`src/rtl/gdjs_pkg.sv`:
```
// ----------------------------------------------------------------------------
// Greedy deadline job scheduler package
// Field widths, result kinds, cell commands and the job record that moves
// along the cell chain.
// ----------------------------------------------------------------------------
package gdjs_pkg;

   localparam int TAG_W    = 8;
   localparam int DL_W     = 6;
   localparam int PROFIT_W = 16;
   localparam int SLOT_W   = 6;
   localparam int AMOUNT_W = 22;
   localparam int KIND_W   = 2;

   localparam logic [KIND_W-1:0] KIND_SCHEDULED = 2'd0;
   localparam logic [KIND_W-1:0] KIND_REJECTED  = 2'd1;
   localparam logic [KIND_W-1:0] KIND_TOTAL     = 2'd2;

   // Operations that the controller broadcasts to every cell.
   localparam logic [1:0] CELL_HOLD   = 2'd0;
   localparam logic [1:0] CELL_INSERT = 2'd1;
   localparam logic [1:0] CELL_SHIFT  = 2'd2;

   typedef struct packed {
      logic                valid;
      logic                sched;
      logic [TAG_W-1:0]    tag;
      logic [DL_W-1:0]     deadline;
      logic [PROFIT_W-1:0] profit;
   } job_type;

   typedef struct packed {
      logic [1:0] op;
      job_type    new_job;
   } cell_cmd_type;

endpackage

```
`src/rtl/gdjs_req_if.sv`:
```
// ----------------------------------------------------------------------------
// Job request channel
// Valid/ready channel that carries one job per transaction.
// ----------------------------------------------------------------------------
interface gdjs_req_if;
   logic       valid;
   logic       ready;
   logic [7:0] job_tag;
   logic [7:0] deadline;
   logic [15:0] profit;
   logic       last_job;

   modport source (output valid, output job_tag, output deadline, output profit,
                   output last_job, input ready);
   modport sink   (input valid, input job_tag, input deadline, input profit,
                   input last_job, output ready);
endinterface

```
`src/rtl/gdjs_rsp_if.sv`:
```
// ----------------------------------------------------------------------------
// Result channel
// Valid/ready channel that carries one scheduling result per transaction.
// ----------------------------------------------------------------------------
interface gdjs_rsp_if;
   logic        valid;
   logic        ready;
   logic [1:0]  kind;
   logic [7:0]  out_tag;
   logic [5:0]  slot;
   logic [21:0] amount;
   logic        last_result;

   modport source (output valid, output kind, output out_tag, output slot,
                   output amount, output last_result, input ready);
   modport sink   (input valid, input kind, input out_tag, input slot,
                   input amount, input last_result, output ready);
endinterface

```
`src/rtl/gdjs_cell.sv`:
```
// ----------------------------------------------------------------------------
// Scheduler chain cell
// Holds one job of the profit-ordered list; inserts, keeps or shifts.
// ----------------------------------------------------------------------------
module gdjs_cell (
   input  logic                  clock,
   input  logic                  reset,
   input  gdjs_pkg::cell_cmd_type cmd,
   input  logic                  left_keep,
   input  gdjs_pkg::job_type     left_job,
   input  gdjs_pkg::job_type     right_job,
   output logic                  keep,
   output gdjs_pkg::job_type     job
);

   logic              valid_ff;
   logic              valid_in;
   gdjs_pkg::job_type data_ff;
   gdjs_pkg::job_type data_in;

   // A cell keeps its job only when it is strictly more profitable, so a new
   // job lands ahead of earlier jobs with the same profit.
   assign keep = valid_ff && (data_ff.profit > cmd.new_job.profit);

   always_comb begin
      job       = data_ff;
      job.valid = valid_ff;
   end

   always_comb begin
      case (cmd.op)
         gdjs_pkg::CELL_INSERT: begin
            if (keep) begin
               data_in = job;
            end else if (left_keep) begin
               data_in = cmd.new_job;
            end else begin
               data_in = left_job;
            end
         end
         gdjs_pkg::CELL_SHIFT: begin
            data_in = right_job;
         end
         default: begin
            data_in = job;
         end
      endcase
      valid_in = data_in.valid;
   end

   always_ff @(posedge clock) begin
      if (reset) begin
         valid_ff <= 1'b0;
      end else begin
         valid_ff <= valid_in;
      end
   end

   always_ff @(posedge clock) begin
      data_ff <= data_in;
   end

endmodule

```
`src/rtl/greedy_deadline_job_scheduler_core.sv`:
```
// ----------------------------------------------------------------------------
// Greedy deadline job scheduler core
// Sorts jobs by profit in a chain of cells, assigns each the latest free slot
// at or below its deadline, and reports scheduled jobs, rejects and total.
// ----------------------------------------------------------------------------
//
//   Channel   Direction   Contents per transaction
//   req       in          job_tag, deadline, profit, last_job
//   rsp       out         kind, out_tag, slot, amount, last_result
//
// Jobs are taken one per cycle while the block is loading; each one enters
// the sorted cell chain in the same cycle unless the chain is full. The job
// marked last_job starts slot assignment, then the slot sweep (the slot
// table read is registered), the reject sweep and the total; the sweeps
// and the total are held while the result side stalls.
// Reset is synchronous and empties the chain, the slot map and the total.
// New jobs are accepted again as soon as the total transaction is loaded into
// the output register, even while it still waits to be taken.
// ----------------------------------------------------------------------------
module greedy_deadline_job_scheduler_core #(
   parameter int MAX_JOBS = 32
) (
   input  logic    clock,
   input  logic    reset,
   gdjs_req_if.sink   req,
   gdjs_rsp_if.source rsp
);

   localparam int IDX_W = $clog2(MAX_JOBS);
   localparam int CNT_W = $clog2(MAX_JOBS + 1);
   localparam logic [IDX_W-1:0] LAST_IDX = IDX_W'(MAX_JOBS - 1);
   localparam int MEM_W = gdjs_pkg::TAG_W + gdjs_pkg::PROFIT_W;

   // Controller states.
   localparam logic [2:0] ST_LOAD     = 3'd0;
   localparam logic [2:0] ST_SCHED    = 3'd1;
   localparam logic [2:0] ST_SLOT_RD  = 3'd2;
   localparam logic [2:0] ST_SLOT_OUT = 3'd3;
   localparam logic [2:0] ST_REJ      = 3'd4;
   localparam logic [2:0] ST_TOTAL    = 3'd5;

   logic [2:0]                    state_ff, state_in;
   logic [CNT_W-1:0]              count_ff, count_in;
   logic [IDX_W-1:0]              step_ff, step_in;
   logic [MAX_JOBS-1:0]           used_ff, used_in;
   logic [gdjs_pkg::AMOUNT_W-1:0] total_ff, total_in;
   logic [MEM_W-1:0]              rd_ff;

   // Slot table: tag and profit of the job placed in each slot.
   logic [MEM_W-1:0] slot_mem [MAX_JOBS];

   logic                          rsp_valid_ff, rsp_valid_in;
   logic [gdjs_pkg::KIND_W-1:0]   rsp_kind_ff;
   logic [gdjs_pkg::TAG_W-1:0]    rsp_tag_ff;
   logic [gdjs_pkg::SLOT_W-1:0]   rsp_slot_ff;
   logic [gdjs_pkg::AMOUNT_W-1:0] rsp_amount_ff;
   logic                          rsp_last_ff;

   logic                          load_out;
   logic [gdjs_pkg::KIND_W-1:0]   out_kind;
   logic [gdjs_pkg::TAG_W-1:0]    out_tag;
   logic [gdjs_pkg::SLOT_W-1:0]   out_slot;
   logic [gdjs_pkg::AMOUNT_W-1:0] out_amount;
   logic                          out_last;
   logic                          out_free;

   gdjs_pkg::cell_cmd_type cell_cmd;
   gdjs_pkg::job_type      cell_job [MAX_JOBS];
   logic [MAX_JOBS-1:0]    cell_keep;
   gdjs_pkg::job_type      head_job;
   gdjs_pkg::job_type      tail_job;
   gdjs_pkg::job_type      new_job;

   logic             free_found;
   logic [IDX_W-1:0] free_idx;
   logic             place_job;

   // ------------------------------------------------------------------------
   // Cell chain. Cell 0 is the head of the list (highest profit). An insert
   // pushes the jobs of no greater profit one cell to the right; a
   // shift moves every job one cell toward the head and feeds the tail.
   // ------------------------------------------------------------------------
   for (genvar i = 0; i < MAX_JOBS; i++) begin : g_cell
      logic              left_keep;
      gdjs_pkg::job_type left_job;
      gdjs_pkg::job_type right_job;

      if (i == 0) begin : g_head
         assign left_keep = 1'b1;
         assign left_job  = new_job;
      end else begin : g_body
         assign left_keep = cell_keep[i-1];
         assign left_job  = cell_job[i-1];
      end

      if (i == MAX_JOBS - 1) begin : g_tail
         assign right_job = tail_job;
      end else begin : g_inner
         assign right_job = cell_job[i+1];
      end

      gdjs_cell u_cell (
         .clock     (clock),
         .reset     (reset),
         .cmd       (cell_cmd),
         .left_keep (left_keep),
         .left_job  (left_job),
         .right_job (right_job),
         .keep      (cell_keep[i]),
         .job       (cell_job[i])
      );
   end

   assign head_job = cell_job[0];

   // Incoming job with its deadline saturated to the number of slots.
   always_comb begin
      new_job.valid  = 1'b1;
      new_job.sched  = 1'b0;
      new_job.tag    = req.job_tag;
      new_job.profit = req.profit;
      if (req.deadline > 8'(MAX_JOBS)) begin
         new_job.deadline = gdjs_pkg::DL_W'(MAX_JOBS);
      end else begin
         new_job.deadline = req.deadline[gdjs_pkg::DL_W-1:0];
      end
   end

   // Latest free slot at or below the head job's deadline. Bit k of the slot
   // map stands for slot k+1, so slot k+1 qualifies when k < deadline. A
   // deadline of zero never finds a slot.
   always_comb begin
      free_found = 1'b0;
      free_idx   = '0;
      for (int k = 0; k < MAX_JOBS; k++) begin
         if (!used_ff[k] && (gdjs_pkg::DL_W'(k) < head_job.deadline)) begin
            free_found = 1'b1;
            free_idx   = IDX_W'(k);
         end
      end
   end

   assign place_job = (state_ff == ST_SCHED) && head_job.valid && free_found;
   assign out_free  = !rsp_valid_ff || rsp.ready;
   assign req.ready = (state_ff == ST_LOAD);

   // ------------------------------------------------------------------------
   // Controller.
   // ------------------------------------------------------------------------
   always_comb begin
      state_in          = state_ff;
      count_in          = count_ff;
      step_in           = step_ff;
      used_in           = used_ff;
      total_in          = total_ff;
      cell_cmd.op       = gdjs_pkg::CELL_HOLD;
      cell_cmd.new_job  = new_job;
      tail_job          = '0;
      load_out          = 1'b0;
      out_kind          = gdjs_pkg::KIND_TOTAL;
      out_tag           = '0;
      out_slot          = '0;
      out_amount        = total_ff;
      out_last          = 1'b0;

      case (state_ff)
         ST_LOAD: begin
            if (req.valid) begin
               // A full chain drops the job but still honors its last mark.
               if (count_ff < CNT_W'(MAX_JOBS)) begin
                  cell_cmd.op = gdjs_pkg::CELL_INSERT;
                  count_in    = count_ff + 1'b1;
               end
               if (req.last_job) begin
                  state_in = ST_SCHED;
                  step_in  = '0;
               end
            end
         end

         ST_SCHED: begin
            // The whole chain rotates once, so the list order is restored
            // when the pass ends; each valid head job that finds a free slot is placed and marked.
            cell_cmd.op    = gdjs_pkg::CELL_SHIFT;
            tail_job       = head_job;
            tail_job.sched = place_job;
            if (place_job) begin
               used_in[free_idx] = 1'b1;
               total_in = total_ff + gdjs_pkg::AMOUNT_W'(head_job.profit);
            end
            if (step_ff == LAST_IDX) begin
               state_in = ST_SLOT_RD;
               step_in  = '0;
            end else begin
               step_in = step_ff + 1'b1;
            end
         end

         ST_SLOT_RD: begin
            state_in = ST_SLOT_OUT;
         end

         ST_SLOT_OUT: begin
            if (!used_ff[step_ff] || out_free) begin
               if (used_ff[step_ff]) begin
                  load_out   = 1'b1;
                  out_kind   = gdjs_pkg::KIND_SCHEDULED;
                  out_tag    = rd_ff[MEM_W-1:gdjs_pkg::PROFIT_W];
                  out_slot   = gdjs_pkg::SLOT_W'(step_ff) + 1'b1;
                  out_amount = gdjs_pkg::AMOUNT_W'(rd_ff[gdjs_pkg::PROFIT_W-1:0]);
               end
               if (step_ff == LAST_IDX) begin
                  state_in = ST_REJ;
                  step_in  = '0;
               end else begin
                  state_in = ST_SLOT_RD;
                  step_in  = step_ff + 1'b1;
               end
            end
         end

         ST_REJ: begin
            // Drain the chain in list order; unplaced jobs are reported.
            if (!(head_job.valid && !head_job.sched) || out_free) begin
               if (head_job.valid && !head_job.sched) begin
                  load_out   = 1'b1;
                  out_kind   = gdjs_pkg::KIND_REJECTED;
                  out_tag    = head_job.tag;
                  out_amount = gdjs_pkg::AMOUNT_W'(head_job.profit);
               end
               cell_cmd.op = gdjs_pkg::CELL_SHIFT;
               if (step_ff == LAST_IDX) begin
                  state_in = ST_TOTAL;
                  step_in  = '0;
               end else begin
                  step_in = step_ff + 1'b1;
               end
            end
         end

         ST_TOTAL: begin
            if (out_free) begin
               load_out = 1'b1;
               out_last = 1'b1;
               used_in  = '0;
               total_in = '0;
               count_in = '0;
               state_in = ST_LOAD;
            end
         end

         default: begin
            state_in = ST_LOAD;
         end
      endcase
   end

   always_comb begin
      if (load_out) begin
         rsp_valid_in = 1'b1;
      end else if (rsp.ready) begin
         rsp_valid_in = 1'b0;
      end else begin
         rsp_valid_in = rsp_valid_ff;
      end
   end

   always_ff @(posedge clock) begin
      if (reset) begin
         state_ff     <= ST_LOAD;
         count_ff     <= '0;
         step_ff      <= '0;
         used_ff      <= '0;
         total_ff     <= '0;
         rsp_valid_ff <= 1'b0;
      end else begin
         state_ff     <= state_in;
         count_ff     <= count_in;
         step_ff      <= step_in;
         used_ff      <= used_in;
         total_ff     <= total_in;
         rsp_valid_ff <= rsp_valid_in;
      end
   end

   always_ff @(posedge clock) begin
      if (load_out) begin
         rsp_kind_ff   <= out_kind;
         rsp_tag_ff    <= out_tag;
         rsp_slot_ff   <= out_slot;
         rsp_amount_ff <= out_amount;
         rsp_last_ff   <= out_last;
      end
   end

   // Slot table: written during assignment, read during the slot sweep.
   always_ff @(posedge clock) begin
      if (place_job) begin
         slot_mem[free_idx] <= {head_job.tag, head_job.profit};
      end
      rd_ff <= slot_mem[step_ff];
   end

   assign rsp.valid       = rsp_valid_ff;
   assign rsp.kind        = rsp_kind_ff;
   assign rsp.out_tag     = rsp_tag_ff;
   assign rsp.slot        = rsp_slot_ff;
   assign rsp.amount      = rsp_amount_ff;
   assign rsp.last_result = rsp_last_ff;

`ifndef SYNTHESIS
   a_count_range: assert property (@(posedge clock) disable iff (reset)
      count_ff <= CNT_W'(MAX_JOBS))
      else $error("job count exceeds the chain length");

   a_one_slot_per_job: assert property (@(posedge clock) disable iff (reset)
      place_job |=> ($countones(used_ff) == $countones($past(used_ff)) + 1))
      else $error("placing a job did not claim exactly one new slot");

   a_run_clears: assert property (@(posedge clock) disable iff (reset)
      (state_ff == ST_TOTAL && out_free) |=>
      (used_ff == '0 && total_ff == '0 && count_ff == '0 && state_ff == ST_LOAD))
      else $error("run state not cleared after the total transaction");

   a_empty_chain: assert property (@(posedge clock) disable iff (reset)
      (state_ff == ST_LOAD && count_ff == '0) |-> !head_job.valid)
      else $error("cell chain not empty at the start of a set");

   a_total_marks_last: assert property (@(posedge clock) disable iff (reset)
      rsp.valid |-> ((rsp.kind == gdjs_pkg::KIND_TOTAL) == rsp.last_result))
      else $error("last_result does not match the total transaction");
`endif

endmodule
```
`src/flat_wrapper.sv`:
```
// flat-port wrapper written by rule: the top's interface ports become plain ports
module greedy_deadline_job_scheduler_core_flat 
#(
   parameter int MAX_JOBS = 32
)
  (clock, reset, req_valid, req_job_tag, req_deadline, req_profit, req_last_job, req_ready, rsp_valid, rsp_kind, rsp_out_tag, rsp_slot, rsp_amount, rsp_last_result, rsp_ready);
  gdjs_req_if req_i ();
  gdjs_rsp_if rsp_i ();
  input  logic clock;
  input  logic reset;
  input wire logic [$bits(req_i.valid)-1:0] req_valid;
  input wire logic [$bits(req_i.job_tag)-1:0] req_job_tag;
  input wire logic [$bits(req_i.deadline)-1:0] req_deadline;
  input wire logic [$bits(req_i.profit)-1:0] req_profit;
  input wire logic [$bits(req_i.last_job)-1:0] req_last_job;
  output wire logic [$bits(req_i.ready)-1:0] req_ready;
  output wire logic [$bits(rsp_i.valid)-1:0] rsp_valid;
  output wire logic [$bits(rsp_i.kind)-1:0] rsp_kind;
  output wire logic [$bits(rsp_i.out_tag)-1:0] rsp_out_tag;
  output wire logic [$bits(rsp_i.slot)-1:0] rsp_slot;
  output wire logic [$bits(rsp_i.amount)-1:0] rsp_amount;
  output wire logic [$bits(rsp_i.last_result)-1:0] rsp_last_result;
  input wire logic [$bits(rsp_i.ready)-1:0] rsp_ready;
  assign req_i.valid = req_valid;
  assign req_i.job_tag = req_job_tag;
  assign req_i.deadline = req_deadline;
  assign req_i.profit = req_profit;
  assign req_i.last_job = req_last_job;
  assign req_ready = req_i.ready;
  assign rsp_valid = rsp_i.valid;
  assign rsp_kind = rsp_i.kind;
  assign rsp_out_tag = rsp_i.out_tag;
  assign rsp_slot = rsp_i.slot;
  assign rsp_amount = rsp_i.amount;
  assign rsp_last_result = rsp_i.last_result;
  assign rsp_i.ready = rsp_ready;
  greedy_deadline_job_scheduler_core #(.MAX_JOBS(MAX_JOBS)) u_core (.clock(clock), .reset(reset), .req(req_i), .rsp(rsp_i));
endmodule
```
`config.mk`:
```
export PLATFORM = sky130hd
export DESIGN_NAME = greedy_deadline_job_scheduler_core_flat
export DESIGN_NICKNAME = d
export VERILOG_FILES = /design/src/rtl/gdjs_pkg.sv /design/src/rtl/gdjs_req_if.sv /design/src/rtl/gdjs_rsp_if.sv /design/src/rtl/gdjs_cell.sv /design/src/rtl/greedy_deadline_job_scheduler_core.sv /design/src/flat_wrapper.sv
export SDC_FILE = /design/constraint.sdc
export NUM_CORES = 2
export LEC_CHECK = 0
export BUFFER_PORTS_ARGS = -buffer_cell sky130_fd_sc_hd__buf_2
export CAP_MARGIN = 25
export CORE_ASPECT_RATIO = 0.9
export CORE_MARGIN = 1.5
export CORE_UTILIZATION = 29
export CTS_CLUSTER_DIAMETER = 60
export CTS_CLUSTER_SIZE = 20
export DETAILED_ROUTE_END_ITERATION = 8
export MAX_ROUTING_LAYER = met4
export PLACE_DENSITY = 0.42
export SLEW_MARGIN = 20
export SYNTH_ARGS = -nofsm -noshare
export SYNTH_HDL_FRONTEND = slang
export SYNTH_SLANG_ARGS = --single-unit
```
`constraint.sdc`:
```
create_clock -name clock -period 6.85 [get_ports clock]
set_input_delay 0.685 -clock clock [delete_from_list [all_inputs] [get_ports clock]]
set_output_delay 0.685 -clock clock [all_outputs]
set_load 0.01 [all_outputs]
```
==> results.toml <==
[timing]
fin_crit_ns = 4.76
setup_violations = 0
relSlewSlack_pct = 12.3
final.setup_skew_ns = 0.106
fin_setup_tns_ns = 0
final.period_utilization_pct = 69.5
finalHoldViolations = 0
tightest_slew_ns = 1.31
fin_ws_ns = 2.09
maxSlewViolCount = 0
max_freq_ghz = 0.210
rsz0062_at_grt = "no"

[clocking]
cts_root_buf = "clkbuf_16"
path_clk_slew_ns = 0.07
post_cts_buffers = 0
clkSinkCount = 1924
h-tree-depth = 4
cts_buffer_depth = 4
cts-resized-gates = 0
ctsHoldBuffers = 0
clk_latency_ns = 0.94
numCtsBuffers = 200
tritoncts = "built"

[finish]
layout_common_cells = "edfxtp_1, nand2_1, o21ai_0"
multi_input_area_um2 = 39100
final_common_cell = "edfxtp_1"
fin_nets = 8362
layout-drive-gt1-share_pct = 13.1
fill_cells = 33100
regArea_um2 = 56500
area_growth_pct = 13.8

[critical_path]
cp_cell_sequence = "nor2_1, o21ai_0, a2bb2o_1, o41ai_1, a31oi_1, or3_1, buf_16, nor2_4"
worstPathMaxFanout = 24
worst_path_max_delay_cell = "edfxtp_1"
crit_path_end_kind = "flop"
critPathBufInv = 1
worstPathArrival_ns = 5.31
slowest_delay_ns = 0.74
cp_top_family = "simple AND/OR/NAND/NOR gates"
worst_setup_path_start_kind = "flop"
critPathRequiredTime_ns = 7.40
crit_type = "reg -> reg"

[pwr]
vdd_drop_max_uv = 250
power.density_nw_per_um2 = 445
leakage_nw = 40.4
finalPower_w = 0.0494

[floorplan]
fp.dieW_um = 614
die_area_um2 = 340000
io_pins = 78
start_util_pct = 29.2
rows = 201
die_h_um = 553
core_um2 = 334000

[logic_synthesis]
ys_seq_area_share_pct = 58.0
ys_seq_elements = 1924
ys_warn_count = 0
synthFlopType = "edfxtp_1"
async_reset_ff_share_pct = 0
netlist_area_um2 = 97500
synthDistinctLibCells = 76
synth-edff-count = 1799
syn_area_per_cell_um2 = 12.4
syn_nets = 8433
syn_inst = 7864

[routing]
dr.pass1.iters = 6
drt_wl_total_um = 350000
detailroute.via_count = 67900
post-route-drc-count = 0
wl_per_cell_um = 28.2
drt_iter0_markers = 6844
viasPerCell = 5.46
ant_nets = 0

[place]
routabilityCongestion = 0.831
dpl.hpwl_um = 233000
numPortBuffers = 77
pre_cts_ws_ns = 1.77

[grt]
antenna_found_initial = 28
grt_pass1_vias = 67800
grt_pass1_wl_um = 502000
grt_overflow = 0
grt_max_degree = 220
track_usage_pct = 20.7

[flow_run]
maxCapViolations = 0

[status]
status = "finished clean"

[hold_path]
hold_path.class = "in -> reg"
[synth_stat cells, drive strengths merged, types with 17 or more instances]
| master | instances | area [um^2] |
|---|---|---|
| inv | 76 | 285 |
| a22o | 33 | 289 |
| nand4 | 109 | 682 |
| ha | 531 | 6640 |
| a22oi | 23 | 173 |
| buf | 61 | 272 |
| mux4 | 250 | 5630 |
| o311ai | 38 | 333 |
| dfxtp | 125 | 2500 |
| nor2b | 48 | 300 |
| o221ai | 35 | 307 |
| a2111oi | 24 | 210 |
| o21ai | 710 | 3550 |
| a21o | 71 | 533 |
| clkbuf | 511 | 1920 |
| nor3 | 59 | 305 |
| nand2b | 32 | 200 |
| nor2 | 344 | 1300 |
| mux2i | 491 | 4910 |
| o21a | 78 | 586 |
| nand2 | 1161 | 4360 |
| edfxtp | 1799 | 54000 |
| a211oi | 29 | 218 |
| and2 | 30 | 188 |
| o211ai | 290 | 2180 |
| or2 | 18 | 113 |
| a221o | 61 | 611 |
| nand3 | 369 | 1850 |
| a21oi | 257 | 1290 |
| or3 | 17 | 106 |
| mux2 | 25 | 282 |
[power by group]
part / switching [W] / leakage [nW] / total (W) / internal [W]
clock network: 0.00548 / 3.34 / 0.0117 / 0.00627
registers: 0.00357 / 18.2 / 0.0222 / 0.0186
logic: 0.00997 / 18.8 / 0.0155 / 0.00550
total: 0.0190 / 40.4 / 0.0494 / 0.0304
[logic make-up after synthesis]
family,Yosys count,share of synthesized area [%]
buffers and inverters,649,2.54
and+or+nand+nor,2220,9.89
adders and majority gates,532,6.84
xor gates and xnor gates,15,0.135
AOI/OAI and AO/OA,1758,11.5
muxes,766,11.1
DFF,1924,58.0
[sequential cells by signal, indices dropped and copies added, names as in the netlist]
name	flops
u_core.total_ff	22
u_core.rsp.amount	22
u_core.used_ff	32
u_core.g_cell.u_cell.valid_ff	32
u_core.rsp.valid	1
u_core.rsp.last_result	1
u_core.slot_mem	768
u_core.state_ff	3
u_core.count_ff	6
u_core.rsp.out_tag	8
u_core.rsp.slot	6
u_core.rsp.kind	2
u_core.rd_ff	24
u_core.g_cell.u_cell.job	992
u_core.step_ff	5
[per-stage QoR]
| stage | hold WS, ns | instances | util, % | area [um^2] |
|---|---|---|---|---|
| 2_1_floorplan | 0.433 | 7864 | - | 97500 |
| 3_3_place_gp | 0.457 | 12000 | 31.1 | 104000 |
| 3_5_place_dp | 0.467 | 12100 | 31.1 | 104000 |
| 4_1_cts | 0.182 | 12400 | 33.2 | 111000 |
| 5_1_grt | 0.232 | 12400 | 33.2 | 111000 |
| 6_report | 0.236 | 12400 | 33.2 | 111000 |
[final timing paths]
| check | start | to | slack [ns] | cells after the start |
|---|---|---|---|---|
| worst max register to register | u_core.g_cell[0].u_cell.job[20]$_DFFE_PP_ | u_core.slot_mem[11][22]$_DFFE_PP_ | 2.09 | 8 |
| worst min-delay path | reset | u_core.total_ff[1]$_SDFFE_PP0P_ | 0.24 | 2 |
| worst min register to register | u_core.count_ff[4]$_SDFFE_PP0P_ | u_core.count_ff[5]$_SDFFE_PP0P_ | 0.47 | 2 |
| worst max-delay path | u_core.g_cell[0].u_cell.job[20]$_DFFE_PP_ | u_core.slot_mem[11][22]$_DFFE_PP_ | 2.09 | 8 |
[metal layers]
layer  global-route usage [%]  vias up  routed length (um)
met3                     2.66      374               21800
li1                         -    30200                   -
met1                     31.1    35100              172000
met5                        -        -                   0
met2                     29.7     2165              149000
met4                     4.16        0                7180
[layout make-up]
class	count	area share [%]
flip-flops and latches	1924	51.0
multi-input cells	5291	35.3
well taps	4466	5.04
clock buffers	219	4.67
repair buffers	299	2.21
clock inverters	149	1.57
inverters	77	0.261
diodes	4	0.00902
No activity file was read; power rests on OpenSTA's default activity.
